## src/rtl/ray_box_slab_intersect_defines.svh

```systemverilog
// Assertion macros shared by the ray box slab intersect RTL.
`ifndef RAY_BOX_SLAB_INTERSECT_DEFINES_SVH
`define RAY_BOX_SLAB_INTERSECT_DEFINES_SVH

// Check that cons holds in the same cycle as ante.
`define RBSI_ASSERT_SAME(label, ante, cons, msg) \
   label: assert property (@(posedge clock) disable iff (reset) (ante) |-> (cons)) \
      else $error(msg);

// Check that cons holds in the cycle after ante.
`define RBSI_ASSERT_NEXT(label, ante, cons, msg) \
   label: assert property (@(posedge clock) disable iff (reset) (ante) |=> (cons)) \
      else $error(msg);

`endif

```

## src/rtl/rbsi_merge.sv

```systemverilog
// Merge of the three axis intervals into the result register.
`timescale 1ns / 1ps
module rbsi_merge #(
   parameter int W = 32
) (
   input  logic                clock,
   input  logic                load,
   input  logic signed [W-1:0] lo_x,
   input  logic signed [W-1:0] lo_y,
   input  logic signed [W-1:0] lo_z,
   input  logic signed [W-1:0] hi_x,
   input  logic signed [W-1:0] hi_y,
   input  logic signed [W-1:0] hi_z,
   output logic signed [W-1:0] t_near,
   output logic signed [W-1:0] t_far
);
   logic signed [W-1:0] near_xy;
   logic signed [W-1:0] far_xy;
   logic signed [W-1:0] t_near_in;
   logic signed [W-1:0] t_far_in;
   logic signed [W-1:0] t_near_ff;
   logic signed [W-1:0] t_far_ff;

   // Largest entry, smallest exit
   always_comb begin
      near_xy   = (lo_x < lo_y) ? lo_y : lo_x;
      t_near_in = (near_xy < lo_z) ? lo_z : near_xy;
      far_xy    = (hi_y < hi_x) ? hi_y : hi_x;
      t_far_in  = (hi_z < far_xy) ? hi_z : far_xy;
   end

   always_ff @(posedge clock) begin
      if (load) begin
         t_near_ff <= t_near_in;
         t_far_ff  <= t_far_in;
      end
   end

   assign t_near = t_near_ff;
   assign t_far  = t_far_ff;
endmodule
```

## config.mk

```make
export PLATFORM = sky130hd
export DESIGN_NAME = rbsi_merge
export DESIGN_NICKNAME = d
export VERILOG_FILES = /design/src/rtl/ray_box_slab_intersect_defines.svh /design/src/rtl/rbsi_merge.sv
export SDC_FILE = /design/constraint.sdc
export NUM_CORES = 1
export LEC_CHECK = 0
export BUFFER_PORTS_ARGS = -buffer_cell sky130_fd_sc_hd__buf_2
export CELL_PAD_IN_SITES_DETAIL_PLACEMENT = 0
export CELL_PAD_IN_SITES_GLOBAL_PLACEMENT = 1
export CORE_MARGIN = 1
export CORE_UTILIZATION = 33
export DETAILED_ROUTE_END_ITERATION = 6
export GPL_TIMING_DRIVEN = 0
export MAX_ROUTING_LAYER = met4
export PLACE_DENSITY = 0.81
export SLEW_MARGIN = 20
export SYNTH_ARGS = -nofsm -noshare
export SYNTH_HDL_FRONTEND = slang
export SYNTH_SLANG_ARGS = --single-unit
```

## constraint.sdc

```tcl
create_clock -name clock -period 5.3 [get_ports clock]
set_clock_uncertainty 0.1 [all_clocks]
set_input_delay 0.53 -clock clock [delete_from_list [all_inputs] [get_ports clock]]
set_output_delay 0.53 -clock clock [all_outputs]
set_load 0.02 [all_outputs]
```

After elaboration in Yosys (flattened, before gate mapping)
Cells that the tools add are included.
{ "classes": {"n_lt_le_gt_ge": 4, "muxes": 4} }
{ "op_table": {"columns": ["op", "count"], "rows": [
  ["< comparator 32 bit", 4],
  ["two-way mux 32 bit", 4]
]} }
{ "totals": {"in_bits": 194, "elab_cells": 10, "reg_bits": 64, "out_inout_bits": 64} }

Depth between registers and ports, before layout
Gate-level depths: netlist of the first run.
{ "logic_depth": {"word_depth": 4, "ltp_mapped": 20, "mapped_depth_nobuf": 18} }

Worst setup path before layout of the first run
Ideal clock, no wire load.
{ "synth_timing": {"path_type": "input -> register", "startpoint": "in hi_x[31]", "endpoint": "reg t_far_ff[0], in the netlist t_far[0], data pin", "setup_slack_ps": 319, "arrival_ps": 4619, "setup_time_ps": 262, "n_path_buf": 1, "cell_stages": 19, "required_ps": 4938, "path_cell_list": "inv_1 -> ha_1 -> nand4_1 -> nor3_1 -> a221oi_2 -> nand4_1 -> o22ai_4 -> clkbuf_1 -> nor2_1 -> a21oi_1 -> ha_1 -> a21o_1 -> a21o_1 -> a21oi_1 -> o21ai_1 -> a2111oi_0 -> nor3_1 -> a211oi_2 -> mux2_1"} }
{ "synth_via": {"elab_chain_len": 4} }
{ "synth_rtl": {"columns": ["item", "line_no", "source"], "rows": [
  ["start: declaration", "rbsi_merge.sv:11", "input logic signed [W-1:0] hi_x,"],
  ["< comparator 32 bit", "rbsi_merge.sv:28", "far_xy = (hi_y < hi_x) ? hi_y : hi_x;"],
  ["two-way mux 32 bit *", "rbsi_merge.sv:28", null],
  ["< comparator 32 bit", "rbsi_merge.sv:29", "t_far_in = (hi_z < far_xy) ? hi_z : far_xy;"],
  ["two-way mux 32 bit *", "rbsi_merge.sv:29", null],
  ["net t_far_in[0]", "rbsi_merge.sv:20", "logic signed [W-1:0] t_far_in;"],
  ["end signal: assignment", "rbsi_merge.sv:35", "t_far_ff <= t_far_in;"],
  ["end: declaration", "rbsi_merge.sv:22", "logic signed [W-1:0] t_far_ff;"]
]} }
The timed path passes the listed nets; every way through them passes the cells marked *.
A chain may end at the register's enable or synchronous reset.

Final worst setup path of the first run
{ "layout_timing": {"startpoint": "in lo_y[31]", "endpoint": "reg t_near_ff[20], in the netlist t_near[20], data pin"} }
{ "layout_via": {"elab_chain_len": 4} }
{ "layout_rtl": {"columns": ["item", "line_no", "source"], "rows": [
  ["start: declaration", "rbsi_merge.sv:9", "input logic signed [W-1:0] lo_y,"],
  ["< comparator 32 bit", "rbsi_merge.sv:26", "near_xy = (lo_x < lo_y) ? lo_y : lo_x;"],
  ["two-way mux 32 bit *", "rbsi_merge.sv:26", null],
  ["< comparator 32 bit", "rbsi_merge.sv:27", "t_near_in = (near_xy < lo_z) ? lo_z : near_xy;"],
  ["two-way mux 32 bit *", "rbsi_merge.sv:27", null],
  ["net t_near_in[20]", "rbsi_merge.sv:19", "logic signed [W-1:0] t_near_in;"],
  ["end signal: assignment", "rbsi_merge.sv:34", "t_near_ff <= t_near_in;"],
  ["end: declaration", "rbsi_merge.sv:21", "logic signed [W-1:0] t_near_ff;"]
]} }
Marks and branches as above.

==> results.py, run 1 <==
metrics = {
    "logic_synthesis": {
        "synth_cell_types": 49,
        "synth_top_area_cell": "edfxtp_1",
        "synth_edf_count": 64,
        "synth_compound_area_share_pct": 16.0,
        "synth_area_leaders": "edfxtp_1, ha_1, inv_1",
        "syn_area_sq_mm": 0.00656,
        "ys_ff_latch": 64,
        "ys_warn_count": 0,
        "synthMuxAreaShare_pct": 10.5,
        "async_reset_ff_share_pct": 0,
        "synth_top_family_by_area": "adder cells",
        "synth_xor_area_share_pct": 0.134,
        "netlist.area_leader.share_pct": 29.3,
        "synthAdderAreaFrac_pct": 23.7,
        "netlist_instances": 723,
        "ys_seq_area_share_pct": 29.3,
        "synth_area_per_cell_sq_um": 9.07,
        "synthFlopType": "edfxtp_1",
        "synth_nets": 1041,
        "yosys.area_share.simple_pct": 11.5,
    },
    "timing": {
        "final_max_slew_viol_count": 0,
        "worst_slew_pin_slew_ns": 0.553,
        "setup_viol": 0,
        "timing_hold_violations_final": 0,
        "clock.fmax_mhz": 196,
        "slew_headroom_pct": 63.2,
        "fin_crit_ns": 5.09,
        "min_period_over_period_pct": 96.1,
        "holdWs_ns": 0.392,
    },
    "grt": {
        "grt_pass1_wl_microns": 30600,
        "grt_max_degree": 40,
        "first_global_vias": 6080,
        "grt_use_total_pct": 20.1,
        "overflow": 0,
        "antenna_found_initial": 4,
    },
    "critical_path": {
        "crit_path_end_kind": "flip-flop",
        "worstPathMaxFanout": 10,
        "start_kind": "input pin",
        "cp.arrival_ns": 5.06,
        "required_ns": 5.27,
        "worstSetupPathType": "in2reg",
    },
    "die": {
        "num_io_pins": 258,
        "fp-row-count": 51,
        "die_height_microns": 143,
        "coreArea_sq_mm": 0.0195,
        "die_w_microns": 143,
        "dieArea_sq_mm": 0.0204,
        "start_util_pct": 33.7,
    },
    "worst_hold_path": {
        "hold_path_end": "t_near[7]",
        "hold_class": "in2reg",
        "hold_start": "lo_z[7]",
        "whs_path_depth": 2,
    },
    "cts": {
        "path_clk_slew_ns": 0.06,
        "holdBufCountCts": 0,
        "tritoncts": "built",
        "clock_sinks": 64,
        "cts_buffer_depth": 2,
        "cts_buffers": 9,
        "cts_max_level": 3,
        "root_buffer": "clkbuf_16",
    },
    "layout": {
        "final_area_sq_mm": 0.00882,
        "nNetsFinal": 1326,
        "drive_above_1_share_pct": 31.8,
        "areaGrowthSynthToFinish_pct": 34.5,
    },
    "power": {
        "irDropWorstVdd_mv": 0.106,
        "netSwitchingPower_mw": 0.912,
        "p_leak_nw": 4.68,
        "cellPowerDensity_mw_per_mm2": 286,
        "pwr-share-seq_pct": 28.7,
        "p_comb_share_pct": 45.8,
        "clockPowerShare_pct": 25.5,
        "power.internal_mw": 1.61,
        "switching_share_pct": 36.1,
    },
    "place": {
        "gp_congestion": 0.882,
        "place_area_sq_mm": 0.00820,
        "dp_hpwl_microns": 16800,
        "io_buffers": 257,
    },
    "routing": {
        "drc": 0,
        "drt_iter0_drc": 286,
        "vias_per_cell": 4.92,
        "vias": 6323,
        "ant_nets": 0,
        "wire_per_inst_microns": 15.8,
        "wl_microns": 20300,
        "dr.pass1.iters": 5,
    },
    "job": {
        "maxCapViolCount": 0,
    },
    "run_status": {
        "status": "finished, final reports clean",
    },
}
## state kept, by name (all words and copies together) (netlist names)
name    cells
t_near     32
t_far      32
## area by class of cell
class	count	area [sq um]
clock buffer	10	229
clock inverter	6	83.8
inverter	127	477
multi-input combinational	512	4160
fill	1919	10600
tap	265	332
buffer	20	150
antenna	6	15.0
sequential	64	1920
timing repair buffer	274	1460
## critical path: stages
cell,delay (ns)
buf_2,0.08
inv_1,0.05
ha_1,0.33
and4_1,0.21
and2_1,0.19
a221oi_2,0.30
o2111ai_2,0.19
a21o_1,0.24
buf_4,0.20
nand3_1,0.09
o21ai_0,0.15
ha_1,0.35
nand4_1,0.22
or4_1,0.58
and4b_1,0.22
o211ai_1,0.16
a21oi_2,0.14
a31oi_4,0.20
buf_12,0.14
buf_6,0.15
mux2_1,0.36
## Yosys cell counts (3+ instances only)
cell and number:
inv_1 127, ha_1 124, a21oi_1 65, edfxtp_1 64, nor2_1 48, o21ai_0 39, nand3_1 38, mux2_1 32
mux2i_1 32, a21o_1 27, nand4_1 22, nand2_1 17, clkbuf_1 12, and4_1 5, a31oi_1 4, nand2b_1 4
nor2b_1 4, nor3_1 4, o211ai_1 4, a221oi_1 3, buf_1 3, buf_2 3, buf_6 3, o21a_1 3
o21ai_1 3, o221ai_1 3, or4_1 3
## cells by family (layout without fill, tap and decap cells)
kind of cell,after synthesis,in the layout
adder cells (fa/ha/maj),124,124
buffers and inverters,148,437
AND/OR/NAND/NOR,152,152
XOR/XNOR,1,1
flip-flops,64,64
multiplexers,65,65
AO/OA/AOI/OAI,169,170
other,0,6
## per-stage QoR
step                      std cells  setup WS (ns)  utilization, %  setup TNS [ns]  power (mW)
final                          1284          0.207            45.3               0        2.52
after global placement         1245          -1.00            42.0          -52.79        1.78
after floorplan                 723          0.319               -               0        1.43
after CTS                      1263         0.0172            44.0               0        2.47
after detailed placement       1246          -1.03            42.1          -54.35        1.79
after global routing           1282        -0.0793            45.3           -1.72        2.68
## worst max path at each step
stage               startpoint         end  depth (start not counted)
floorplan             hi_x[31]    t_far[0]                         19
global placement      hi_x[31]    t_far[1]                         20
detailed placement    hi_x[31]    t_far[3]                         20
CTS                   hi_x[31]    t_far[3]                         20
global route          lo_y[31]  t_near[23]                         22
finish                lo_y[31]  t_near[20]                         21
## cells in the final DEF (no fill, tap or decap), types with 22 or more instances in the layout
cell type	instances
inv_1	127
mux2i_1	32
ha_1	123
buf_2	257
edfxtp_1	64
o21ai_0	35
a21oi_1	63
nand4_1	22
mux2_1	32
a21o_1	27
nand3_1	38
nor2_1	47
## metal layers
metal / up-vias / track usage [%] / part of all wire [%]
met1: 2886 / 23.7 / 42
met3: 23 / 4.69 / 7.4
met5: - / - / 0
met4: 0 / 6.00 / 1.8
met2: 204 / 33.9 / 49
li1: 3210 / - / -
## repair_timing
| action | 4_1_cts | 5_1_grt |
|---|---|---|
| endpoints found under the setup margin | 63 | 62 |
| gates resized for setup | 16 | 40 |
| gates cloned | 0 | 2 |
| buffers inserted | 1 | 14 |
| pin swaps | 2 | 11 |
## power by group through the flow
stage	Sequential, mW	Combinational (mW)	Clock [mW]
6_report	0.723	1.16	0.644
5_1_grt	0.733	1.28	0.672
3_3_place_gp	0.732	1.05	0
4_1_cts	0.724	1.09	0.658
3_5_place_dp	0.732	1.06	0
2_1_floorplan	0.865	0.566	0
Power figures use the tool's default switching activity.
==> run 2, diff against run 1 <==
--- a/config.mk
+++ b/config.mk
@@ -6,10 +6,10 @@
 export NUM_CORES = 1
 export LEC_CHECK = 0
 export BUFFER_PORTS_ARGS = -buffer_cell sky130_fd_sc_hd__buf_2
-export CELL_PAD_IN_SITES_DETAIL_PLACEMENT = 0
-export CELL_PAD_IN_SITES_GLOBAL_PLACEMENT = 1
+export CELL_PAD_IN_SITES_DETAIL_PLACEMENT = 2
+export CELL_PAD_IN_SITES_GLOBAL_PLACEMENT = 2
 export CORE_MARGIN = 1
-export CORE_UTILIZATION = 33
+export CORE_UTILIZATION = 26
 export DETAILED_ROUTE_END_ITERATION = 6
 export GPL_TIMING_DRIVEN = 0
 export MAX_ROUTING_LAYER = met4
==> run 2 against run 1 <==
Effect of this change: total power increased by 4.0%; die area increased by 27%; critical endpoint is now t_near[17]; sequential power increased by 0.6%; wire length increased by 26%; critical path type unchanged; sequential cell count unchanged.
==> results.py, run 2 (synthesized netlist as in run 1, its figures left out) <==
metrics = {
    "timing": {
        "setup_viol": 0,
        "worst_slew_pin_slew_ns": 0.603,
        "slew_headroom_pct": 59.8,
        "final_max_slew_viol_count": 0,
        "min_period_over_period_pct": 97.0,
        "clock.fmax_mhz": 194,
        "final.setup.worst_slack_ns": 0.157,
        "fin_crit_ns": 5.14,
        "timing_hold_violations_final": 0,
        "tns_ns": 0,
        "holdWs_ns": 0.386,
    },
    "critical_path": {
        "cp.arrival_ns": 5.12,
        "critPathMostFrequentCell": "ha_1",
        "max_stage_delay_ns": 0.55,
        "crit_family": "compound AO/OA/AOI/OAI gates",
        "crit_path_end_kind": "flip-flop",
        "start_kind": "input pin",
        "crit_chain": "buf_2 -> inv_1 -> ha_1 -> a21oi_1 -> o21ai_0 -> a221oi_2 -> o2111ai_2 -> a21o_4 -> buf_6 -> nand3_1 -> o21ai_2 -> ha_1 -> and4_4 -> nand4_1 -> or4_4 -> and4b_1 -> o211ai_1 -> a21boi_2 -> a31oi_4 -> buf_12 -> buf_8 -> mux2_1",
        "worstSetupPathType": "in2reg",
        "worstPathMaxFanout": 10,
        "endpoint": "t_near[17]",
        "slowest_stage": "or4_4",
        "cp.depth": 22,
        "critical_path_buf_inv_count": 5,
        "startpoint": "lo_y[19]",
        "required_ns": 5.28,
    },
    "job": {
        "maxCapViolCount": 0,
    },
    "routing": {
        "wire_per_inst_microns": 18.9,
        "dr.pass1.iters": 4,
        "wl_microns": 25500,
        "vias": 6602,
        "ant_nets": 0,
        "drt_iter0_drc": 253,
        "vias_per_cell": 4.90,
        "drc": 0,
    },
    "cts": {
        "clock_sinks": 64,
        "path_clk_slew_ns": 0.06,
        "holdBufCountCts": 0,
        "tritoncts": "built",
        "cts_max_level": 3,
        "cts_buffer_depth": 2,
        "cts_buffers": 9,
        "root_buffer": "clkbuf_16",
    },
    "layout": {
        "drive_above_1_share_pct": 34.1,
        "final_common_cell": "buf_2",
        "areaGrowthSynthToFinish_pct": 38.1,
        "final_area_sq_mm": 0.00905,
        "mostFrequentLayoutCells": "buf_2, inv_1, ha_1",
        "n_fill_cell": 2868,
        "nNetsFinal": 1332,
        "utilization_pct": 36.9,
    },
    "worst_hold_path": {
        "whs_path_depth": 2,
        "hold_class": "in2reg",
    },
    "die": {
        "coreArea_sq_mm": 0.0245,
        "fp-row-count": 57,
        "dieArea_sq_mm": 0.0259,
        "die_height_microns": 161,
        "die_w_microns": 161,
        "start_util_pct": 26.7,
        "num_io_pins": 258,
    },
    "grt": {
        "grt_use_total_pct": 19.9,
        "overflow": 0,
        "first_global_vias": 7343,
        "grt_max_degree": 37,
        "antenna_found_initial": 4,
        "grt_pass1_wl_microns": 38400,
    },
    "place": {
        "place_ws_ns": -1.27,
        "io_buffers": 257,
        "place_area_sq_mm": 0.00827,
        "dp_hpwl_microns": 21300,
        "gp_congestion": 0.853,
    },
    "run_status": {
        "status": "finished, final reports clean",
    },
    "power": {
        "cellPowerDensity_mw_per_mm2": 290,
        "irDropWorstVdd_mv": 0.124,
        "p_leak_nw": 4.75,
    },
}
## run 2: layout make-up
class	instances	area [sq um]	share of cell area (%)
Sequential cell	64	1920	21.2
Multi-Input combinational cell	511	4240	46.8
Clock buffer	10	229	2.53
Antenna cell	5	12.5	0.138
Inverter	127	477	5.26
Timing Repair Buffer	280	1510	16.6
Clock inverter	6	92.6	1.02
Tap cell	324	405	4.48
Buffer	21	174	1.92
## run 2: what timing repair did
action | 4_1_cts | 5_1_grt
hold endpoints to repair | 0 | 0
buffers inserted | 4 | 15
pin swaps | 4 | 19
gates cloned | 1 | 2
endpoints found under the setup margin | 63 | 63
resized for setup | 28 | 59
## run 2: worst min-delay path by stage
stage / from / end / slack (ns)
2_1_floorplan: load / t_far[0] / 0.54
3_3_place_gp: lo_z[31] / t_near[31] / 0.73
3_5_place_dp: lo_z[26] / t_near[26] / 0.74
4_1_cts: lo_z[3] / t_near[3] / 0.37
5_1_grt: lo_z[2] / t_near[2] / 0.38
6_report: lo_z[3] / t_near[3] / 0.39
## run 2: power by group
part | switching [mW] | total [mW] | internal (mW)
registers | 0.0288 | 0.727 | 0.698
clock network | 0.248 | 0.663 | 0.415
logic | 0.702 | 1.23 | 0.532
## run 2: stage by stage
step           std cells  power (mW)
6_report            1348        2.62
3_5_place_dp        1305        1.85
5_1_grt             1347        2.79
4_1_cts             1326        2.58
3_3_place_gp        1304        1.80
2_1_floorplan        723        1.43
## run 2: per-layer routing
metal,track usage [%],vias up,share of wire (%)
li1,-,3197,-
met1,21.0,3190,39
met2,37.2,189,53
met3,3.72,26,5.4
met4,6.17,0,1.7
met5,-,-,0
==> run 3, diff against run 2 <==
--- a/config.mk
+++ b/config.mk
@@ -11,7 +11,7 @@
 export CORE_MARGIN = 1
 export CORE_UTILIZATION = 26
 export DETAILED_ROUTE_END_ITERATION = 6
-export GPL_TIMING_DRIVEN = 0
+export GPL_TIMING_DRIVEN = 1
 export MAX_ROUTING_LAYER = met4
 export PLACE_DENSITY = 0.81
 export SLEW_MARGIN = 20
==> run 3 against run 2 <==
Effect of this change: combinational power fell by 4%; count of clock-buffer cells in the layout is the same; sequential share of layout area up 0.27 points; wire length is 2.5% lower; fmax decreased by 0.24%; clock power decreased by 11%; hold slack better by 0.0059 ns.
==> results.py, run 3 (synthesized netlist as in run 1, its figures left out) <==
metrics = {
    "worst_hold_path": {
        "whs_path_depth": 2,
        "hold_start": "lo_z[7]",
        "hold_path_end": "t_near[7]",
        "hold_class": "in2reg",
    },
    "routing": {
        "ant_nets": 0,
        "wl_microns": 24900,
        "drc": 0,
        "met2WireLength_microns": 13100,
        "dr.pass1.iters": 4,
        "routed-wl-met3_microns": 1230,
        "vias": 6588,
        "drt_iter0_drc": 154,
        "m1WireLength_microns": 10200,
        "vias_per_cell": 4.86,
        "wire_per_inst_microns": 18.3,
        "top_layer": "met4",
    },
    "die": {
        "start_util_pct": 26.7,
        "die_w_microns": 161,
        "coreArea_sq_mm": 0.0245,
        "num_io_pins": 258,
        "fp-row-count": 57,
        "dieArea_sq_mm": 0.0259,
        "die_height_microns": 161,
    },
    "power": {
        "p_leak_nw": 4.74,
        "p_total_mw": 2.50,
        "irDropWorstVdd_mv": 0.109,
        "cellPowerDensity_mw_per_mm2": 280,
    },
    "timing": {
        "worst_slew_pin_slew_ns": 0.950,
        "clock.fmax_mhz": 194,
        "min_period_over_period_pct": 97.3,
        "setup_viol": 0,
        "fin_crit_ns": 5.16,
        "holdWs_ns": 0.392,
        "timing_hold_violations_final": 0,
        "final_max_slew_viol_count": 0,
        "final.setup.worst_slack_ns": 0.145,
        "slew_headroom_pct": 36.7,
    },
    "layout": {
        "mostFrequentLayoutCells": "buf_2, inv_1, ha_1",
        "n_fill_cell": 2888,
        "final_cells": 1356,
        "nNetsFinal": 1342,
        "final_common_cell": "buf_2",
        "multi_input_area_sq_mm": 0.00411,
        "register_area_sq_mm": 0.00192,
        "drive_above_1_share_pct": 32.6,
        "areaGrowthSynthToFinish_pct": 36.3,
        "final_area_sq_mm": 0.00894,
    },
    "cts": {
        "clock_sinks": 64,
        "cts_buffer_depth": 2,
        "path_clk_slew_ns": 0.06,
        "cts_buffers": 9,
        "post_cts_buffers": 0,
        "cts_max_level": 3,
        "tritoncts": "built",
        "root_buffer": "clkbuf_16",
        "holdBufCountCts": 0,
    },
    "critical_path": {
        "worstPathMaxFanout": 11,
        "worstSetupPathType": "in2reg",
        "cp.arrival_ns": 5.13,
        "start_kind": "input pin",
        "required_ns": 5.27,
        "crit_path_end_kind": "flip-flop",
    },
    "grt": {
        "first_global_vias": 7455,
        "grt_max_degree": 65,
        "grt_use_total_pct": 19.8,
        "overflow": 0,
        "grt_pass1_wl_microns": 38400,
        "antenna_found_initial": 2,
    },
    "place": {
        "place_ws_ns": -0.361,
        "io_buffers": 257,
        "gp_congestion": 0.848,
        "dp_hpwl_microns": 21400,
        "dp.cells": 1337,
        "place_area_sq_mm": 0.00863,
    },
    "run_status": {
        "status": "finished, final reports clean",
    },
    "job": {
        "maxCapViolCount": 0,
    },
}
-- run 3: cell count changes in the layout (fill, tap and decap cells not counted), moves of 3 or more --
| cell | previous run | this run |
|---|---|---|
| buf_1 | 3 | 0 |
| buf_4 | 21 | 51 |
| buf_6 | 5 | 0 |
| buf_8 | 4 | 0 |
| clkbuf_2 | 6 | 0 |
| clkinv_1 | 0 | 4 |
| mux2_1 | 28 | 32 |
| mux2_4 | 4 | 0 |
| o21ai_0 | 30 | 39 |
| o21ai_1 | 8 | 3 |
| o21ai_2 | 4 | 0 |
-- run 3: how the worst max path moves through the flow --
stage | cells past startpoint | slack (ns) | endpoint | from
CTS | 21 | 0.05 | t_near[22] | lo_y[2]
detailed placement | 20 | -0.36 | t_near[22] | lo_y[2]
global route | 21 | -0.007 | t_far[24] | hi_x[19]
floorplan | 19 | 0.32 | t_far[0] | hi_x[31]
finish | 21 | 0.14 | t_near[22] | lo_y[2]
global placement | 20 | -0.24 | t_near[8] | lo_y[2]
-- run 3: power by group --
group          leakage (nW)  total (mW)  switching, mW  internal, mW
clock                 0.136       0.591          0.234         0.357
sequential            0.625       0.731         0.0324         0.699
combinational          3.98        1.18          0.672         0.510
-- run 3: per-stage QoR --
stage	util, %	setup TNS (ns)
2_1_floorplan	-	0
3_3_place_gp	35.2	-7.30
3_5_place_dp	35.2	-13.56
4_1_cts	36.3	0
5_1_grt	36.4	-0.00675
6_report	36.4	0
-- run 3: routing by layer --
layer  vias up  GRT usage [%]
met5         -              -
met1      3161           21.1
met4         0           4.67
li1       3224              -
met3        16           3.67
met2       187           37.5
-- run 3: final cells by class --
type	instances	share of cell area (%)
Antenna cell	3	0.0840
Tap cell	324	4.53
Multi-Input combinational cell	511	45.9
Clock buffer	10	2.56
Inverter	127	5.33
Sequential cell	64	21.5
Timing Repair Buffer	311	19.5
Clock inverter	6	0.560
-- run 3: worst max-delay path: stages --
cell and delay [ns]:
buf_2 0.10, inv_1 0.12, ha_1 0.27, a211o_1 0.29, a31oi_1 0.20, o311a_1 0.18, o221ai_1 0.21, a21oi_2 0.28
nor2_4 0.12, buf_12 0.16, o21ai_0 0.31, ha_1 0.32, a21o_1 0.18, a211o_1 0.30, a31oi_1 0.23, and4b_1 0.23
o211ai_1 0.11, a21boi_1 0.30, a31oi_4 0.15, buf_4 0.20, mux2_1 0.34
-- run 3: what timing repair did --
action                                  CTS  global route
pin swaps                                 0             0
resized for setup                         1             6
cloned                                    0             0
endpoints found under the setup margin    2            41
